--- src/rtl/permuted_circulant_determinant_macros.svh ---
// ----------------------------------------------------------------------------
// permuted circulant determinant assertion macros
// concurrent check wrappers shared by the rtl files, compiled out with NO_ASSERTIONS
// ----------------------------------------------------------------------------
`ifndef PERMUTED_CIRCULANT_DETERMINANT_MACROS_SVH
`define PERMUTED_CIRCULANT_DETERMINANT_MACROS_SVH

`ifndef NO_ASSERTIONS
// same-cycle implication, sampled on clk, off while rst is high
`define PCD_ASSERT_IMP(name, ante, cons) \
  name: assert property (@(posedge clk) disable iff (rst) (ante) |-> (cons)) \
    else $error("%m: check failed");
// next-cycle implication
`define PCD_ASSERT_NXT(name, ante, cons) \
  name: assert property (@(posedge clk) disable iff (rst) (ante) |=> (cons)) \
    else $error("%m: check failed");
`else
`define PCD_ASSERT_IMP(name, ante, cons)
`define PCD_ASSERT_NXT(name, ante, cons)
`endif

`endif

--- src/rtl/pcd_pkg.sv ---
// ----------------------------------------------------------------------------
// pcd_pkg
// constants, state encoding and modular helpers for the permuted circulant
// determinant block
// ----------------------------------------------------------------------------
`timescale 1ns / 1ps

package pcd_pkg;

  localparam int MAX_ORDER  = 64;
  localparam int IDX_W      = $clog2(MAX_ORDER);
  localparam int CNT_W      = IDX_W + 1;
  localparam int POLY_DEPTH = MAX_ORDER + 1;
  localparam int PIDX_W     = $clog2(POLY_DEPTH);
  localparam int VAL_W      = 30;

  // prime modulus and derived constants
  localparam logic [VAL_W-1:0] P         = 30'd1000000007;
  localparam logic [VAL_W-1:0] P_MINUS_1 = 30'd1000000006;
  localparam logic [VAL_W-1:0] P_MINUS_2 = 30'd1000000005;
  localparam logic [31:0]      P_TWICE   = 32'd2000000014;
  // floor(2^60 / P) for barrett reduction
  localparam logic [30:0]      MU        = 31'd1152921496;

  typedef enum logic [4:0] {
    ST_IDLE,
    ST_INIT,
    ST_WALK_RD,
    ST_WALK_CHK,
    ST_TRIMB_RD,
    ST_TRIMB_CHK,
    ST_E_TOP,
    ST_LAST_RD,
    ST_INV_RD,
    ST_INV_DONE,
    ST_DIV_TOP,
    ST_DIV_LEAD,
    ST_DIV_F_WAIT,
    ST_DIV_J_TOP,
    ST_DIV_J_RD,
    ST_DIV_J_WAIT,
    ST_TRIMA_RD,
    ST_TRIMA_CHK,
    ST_POST_RD,
    ST_POW_CHK,
    ST_POW_WA,
    ST_POW_SQ,
    ST_POW_WB,
    ST_RP_GO,
    ST_RP_WAIT,
    ST_DONE
  } state_t;

  function automatic logic [VAL_W-1:0] mod_add(input logic [VAL_W-1:0] a,
                                               input logic [VAL_W-1:0] b);
    logic [VAL_W:0] s;
    logic [VAL_W:0] d;
    s = {1'b0, a} + {1'b0, b};
    d = s - {1'b0, P};
    return (s >= {1'b0, P}) ? d[VAL_W-1:0] : s[VAL_W-1:0];
  endfunction

  function automatic logic [VAL_W-1:0] mod_neg(input logic [VAL_W-1:0] a);
    return (a == '0) ? '0 : P - a;
  endfunction

endpackage

--- src/rtl/pcd_modmul.sv ---
// ----------------------------------------------------------------------------
// pcd_modmul
// four-stage pipelined multiplier modulo P with barrett reduction
// ----------------------------------------------------------------------------
`timescale 1ns / 1ps
`include "permuted_circulant_determinant_macros.svh"

module pcd_modmul
  import pcd_pkg::*;
(
  input  logic             clk,
  input  logic             rst,
  input  logic             start,
  input  logic [VAL_W-1:0] a,
  input  logic [VAL_W-1:0] b,
  output logic             done,
  output logic [VAL_W-1:0] result
);

  logic [3:0]  vld;
  logic [59:0] prod;
  logic [61:0] q2;
  logic [31:0] low2;
  logic [31:0] low3;
  logic [31:0] qp3;
  logic [60:0] qp_full;
  logic [31:0] rem;

  assign qp_full = q2[61:31] * P;
  assign rem     = low3 - qp3;

  always_ff @(posedge clk) begin
    if (rst) begin
      vld <= '0;
    end else begin
      vld <= {vld[2:0], start};
    end
  end

  always_ff @(posedge clk) begin
    prod <= a * b;
    q2   <= prod[59:29] * MU;
    low2 <= prod[31:0];
    qp3  <= qp_full[31:0];
    low3 <= low2;
    // remainder is below 3P, at most two corrections
    if (rem >= P_TWICE) begin
      result <= VAL_W'(rem - P_TWICE);
    end else if (rem >= {2'b00, P}) begin
      result <= VAL_W'(rem - {2'b00, P});
    end else begin
      result <= rem[VAL_W-1:0];
    end
  end

  assign done = vld[3];

  `PCD_ASSERT_IMP(a_mul_latency, start, ##4 done)
  `PCD_ASSERT_IMP(a_mul_no_spurious, done, $past(start, 4))
  `PCD_ASSERT_IMP(a_mul_range, done, result < P)

endmodule

--- config.mk ---
export PLATFORM = sky130hd
export DESIGN_NAME = pcd_modmul
export DESIGN_NICKNAME = d
export VERILOG_FILES = /design/src/rtl/pcd_pkg.sv /design/src/rtl/pcd_modmul.sv
export VERILOG_INCLUDE_DIRS = /design/src /design/src/rtl
export SDC_FILE = /design/constraint.sdc
export NUM_CORES = 2
export LEC_CHECK = 0
export ABC_CLOCK_PERIOD_IN_PS = 17200
export BUFFER_PORTS_ARGS = -buffer_cell sky130_fd_sc_hd__buf_2
export CORE_MARGIN = 5
export CORE_UTILIZATION = 65
export CTS_CLUSTER_SIZE = 8
export DETAILED_ROUTE_END_ITERATION = 16
export GPL_TIMING_DRIVEN = 0
export MAX_ROUTING_LAYER = met4
export PLACE_DENSITY = 0.82
export SETUP_SLACK_MARGIN = 0.3
export SLEW_MARGIN = 20
export SYNTH_ARGS = -nofsm -noshare
export SYNTH_HDL_FRONTEND = slang
export SYNTH_SLANG_ARGS = --single-unit
--- constraint.sdc ---
create_clock -name clk -period 17.2 [get_ports clk]
set_clock_uncertainty 0.2 [all_clocks]
set_input_delay 0 -clock clk [delete_from_list [all_inputs] [get_ports clk]]
set_output_delay 0 -clock clk [all_outputs]
set_load 0.01 [all_outputs]
==> flow_metrics.py <==
metrics = {
    "sta": {
        "max_freq_ghz": 0.117,
        "rsz0062_at_grt": "no",
        "min_period_ns": 8.54,
        "drv_slew": 0,
        "timing.hold.ws_ns": 0.0847,
        "hold_viol": 0,
        "layout_worst_path_cycle_share_pct": 49.6,
        "tightestPinTransition_ns": 1.27,
        "setup_viol": 0,
        "slew_headroom_pct": 15.6,
        "fin_setup_tns_ns": 0,
    },
    "cells_and_area": {
        "fill_cells": 6686,
        "synthToLayoutAreaGrowth_pct": 4.68,
        "area.sequential_mm2": 0.00442,
        "final_nets": 8157,
        "drive_gt1_share_pct": 2.50,
        "multi_input_area_mm2": 0.0469,
        "fin_area_mm2": 0.0604,
    },
    "global_routing": {
        "grt_antenna_before_repair": 14,
        "grt_start_max_net_pins": 12,
        "grt_overflow": 0,
        "grt_pass1_vias": 45600,
        "grt_pass1_wl_mm": 259,
        "grt_usage_pct": 37.0,
    },
    "hold_path": {
        "whs_path_depth": 0,
        "hold_path.class": "register to register",
        "whs_endpoint": "low3[31]$_DFF_P_",
        "min_from": "low2[31]$_DFF_P_",
    },
    "synthesis": {
        "synthesis.instances": 5999,
        "synth.avg_cell_area_um2": 9.63,
        "synth.area.top_cells": "fa_1 42%, ha_1 17%, inv_1 9.8%, dfxtp_1 7.7%, and2_1 6.0%",
        "ys_types": 101,
        "ys.flop_type": "dfxtp_1",
        "ys_seq_elements": 221,
        "synth_area_mm2": 0.0577,
        "synth_edf_count": 0,
        "synth_nets": 8082,
        "seq_area_frac_synth_pct": 7.66,
        "synth.top_cell.area_share_pct": 42.4,
        "post-synth-top-area-cell": "fa_1",
        "async_flop_share_pct": 0,
        "yosys_warnings": 0,
    },
    "clocking": {
        "cts_tree": "built",
        "root_buffer": "clkbuf_16",
        "cts_inserted_buffers": 34,
        "ctsHtreeMaxLevel": 2,
        "path_clk_slew_ns": 0.06,
        "clk_latency_ns": 0.57,
        "cts.sinks": 221,
        "clock_path_buffers": 3,
    },
    "critical_path": {
        "critical_path_class": "input port to register",
        "timing.rr.end": "q2[59]$_DFF_P_",
        "r2r_start": "prod[43]$_DFF_P_",
        "cp.required_ns": 17.45,
        "crit_path_start_kind": "input port",
        "cpLargestDelayFamily": "adder cells",
        "path_common_cell": "fa_1",
        "startpoint": "b[6]",
        "crit_path_top_delay_cell": "clkbuf_1",
        "reg2regPathDepth": 22,
        "reg2reg_setup_slack_ns": 8.77,
        "critical_path_buf_inv_count": 5,
        "cp-end-kind": "register",
        "crit_arrival_ns": 8.79,
        "cp.depth": 25,
        "worstPathMaxFanout": 14,
        "slowest_delay_ns": 0.91,
    },
    "route": {
        "drt_first_pass_iters": 6,
        "drcViolationCount": 0,
        "num_vias": 42400,
        "wl_per_cell_um": 23.0,
        "dr.first_iter.drc_count": 3838,
        "viasPerCell": 5.83,
        "wl_mm": 167,
        "ant_nets": 0,
    },
    "place": {
        "dpl_cell_area_mm2": 0.0594,
        "place_congestion": 1.06,
        "place.port_buffers": 33,
        "hpwlAfterDp_mm": 137,
    },
    "status": {
        "outcome": "complete, no violations",
    },
    "floorplanning": {
        "rows": 109,
        "die_height_um": 308,
        "pin_count": 94,
        "start_util_pct": 65.4,
        "fp.dieW_um": 308,
        "die_area_mm2": 0.0949,
        "core_mm2": 0.0882,
    },
    "flow_run": {
        "maxCapViolations": 0,
    },
}
==> metal layers <==
layer | track usage (%) | routed length, µm
met1 | 46.3 | 62600
met2 | 56.0 | 74600
met3 | 10.2 | 19000
met4 | 17.8 | 10600
met5 | - | 0
==> registers in the layout, indices dropped and copies added, names as in the netlist <==
| signal | count |
|---|---|
| vld | 4 |
| result | 30 |
| qp3 | 32 |
| prod | 60 |
| low2 | 32 |
| low3 | 32 |
| q2 | 31 |
==> synth_stat cells (11+ instances only) <==
master       n
inv_1     1500
fa_1      1224
ha_1       796
and2_1     556
nand2_1    455
dfxtp_1    221
clkbuf_1   192
a21oi_1    134
xnor2_1    126
nor2_1      95
o21ai_0     82
a21o_1      71
xor2_1      50
nand3_1     48
nor3_1      36
nor2b_1     28
o21a_1      27
nand2b_1    26
and3_1      18
nand4_1     18
o21bai_1    17
o211ai_1    15
or3_1       14
a31oi_1     12
a221oi_1    11
==> worst max-delay path by stage <==
stage                             to  slack, ns
floorplan           prod[56]$_DFF_P_       9.95
global placement    prod[56]$_DFF_P_       8.21
detailed placement  prod[56]$_DFF_P_       8.34
CTS                   q2[61]$_DFF_P_       8.82
global route          q2[59]$_DFF_P_       8.37
finish              prod[56]$_DFF_P_       8.66
==> area by class of cell <==
cell class,instances,share of cell area [%]
Clock inverter,5,0.149
Multi-Input combinational cell,4069,77.5
Clock buffer,37,1.46
Sequential cell,221,7.32
Tap cell,1165,2.41
Buffer,209,1.38
Antenna cell,18,0.0745
Inverter,1500,9.32
Timing Repair Buffer,39,0.373
==> kinds of logic after synthesis <==
kind of cell / count (synthesis) / share of synthesized area (%)
adder cells (fa/ha/maj): 2020 / 59.7
buffers and inverters: 1709 / 11.2
AND/OR/NAND/NOR: 1332 / 12.0
AO/OA/AOI/OAI: 535 / 6.65
flip-flops: 221 / 7.66
XOR/XNOR: 179 / 2.77
multiplexers: 3 / 0.0520
==> per-stage QoR <==
step           std cells  utilization, %  setup WS, ns
2_1_floorplan       5999               -          9.95
3_3_place_gp        7197            67.3          8.21
3_5_place_dp        7197            67.3          8.34
4_1_cts             7245            68.4          8.82
5_1_grt             7259            68.5          8.37
6_report            7263            68.5          8.66
==> placed cells by master, fill, tap and decap left out, types with 36 or more instances in the layout <==
cell type | netlist | layout
o21ai_0 | 82 | 82
and2_1 | 556 | 556
nor3_1 | 36 | 36
nand3_1 | 48 | 48
inv_1 | 1500 | 1500
buf_2 | 6 | 39
a21o_1 | 71 | 71
xnor2_1 | 126 | 126
a21oi_1 | 134 | 134
nand2_1 | 455 | 455
dfxtp_1 | 221 | 221
xor2_1 | 50 | 50
clkbuf_1 | 192 | 193
fa_1 | 1224 | 1224
nor2_1 | 95 | 95
ha_1 | 796 | 796
==> what timing repair did <==
action,in CTS,in global routing
endpoints found under the setup margin,0,0
setup buffers,0,0
hold buffers,6,0
resized for setup,0,0
hold endpoints to repair,5,0
Power is not shown: default switching activity piles up to over one toggle a cycle in this logic, so the estimate is an artifact.
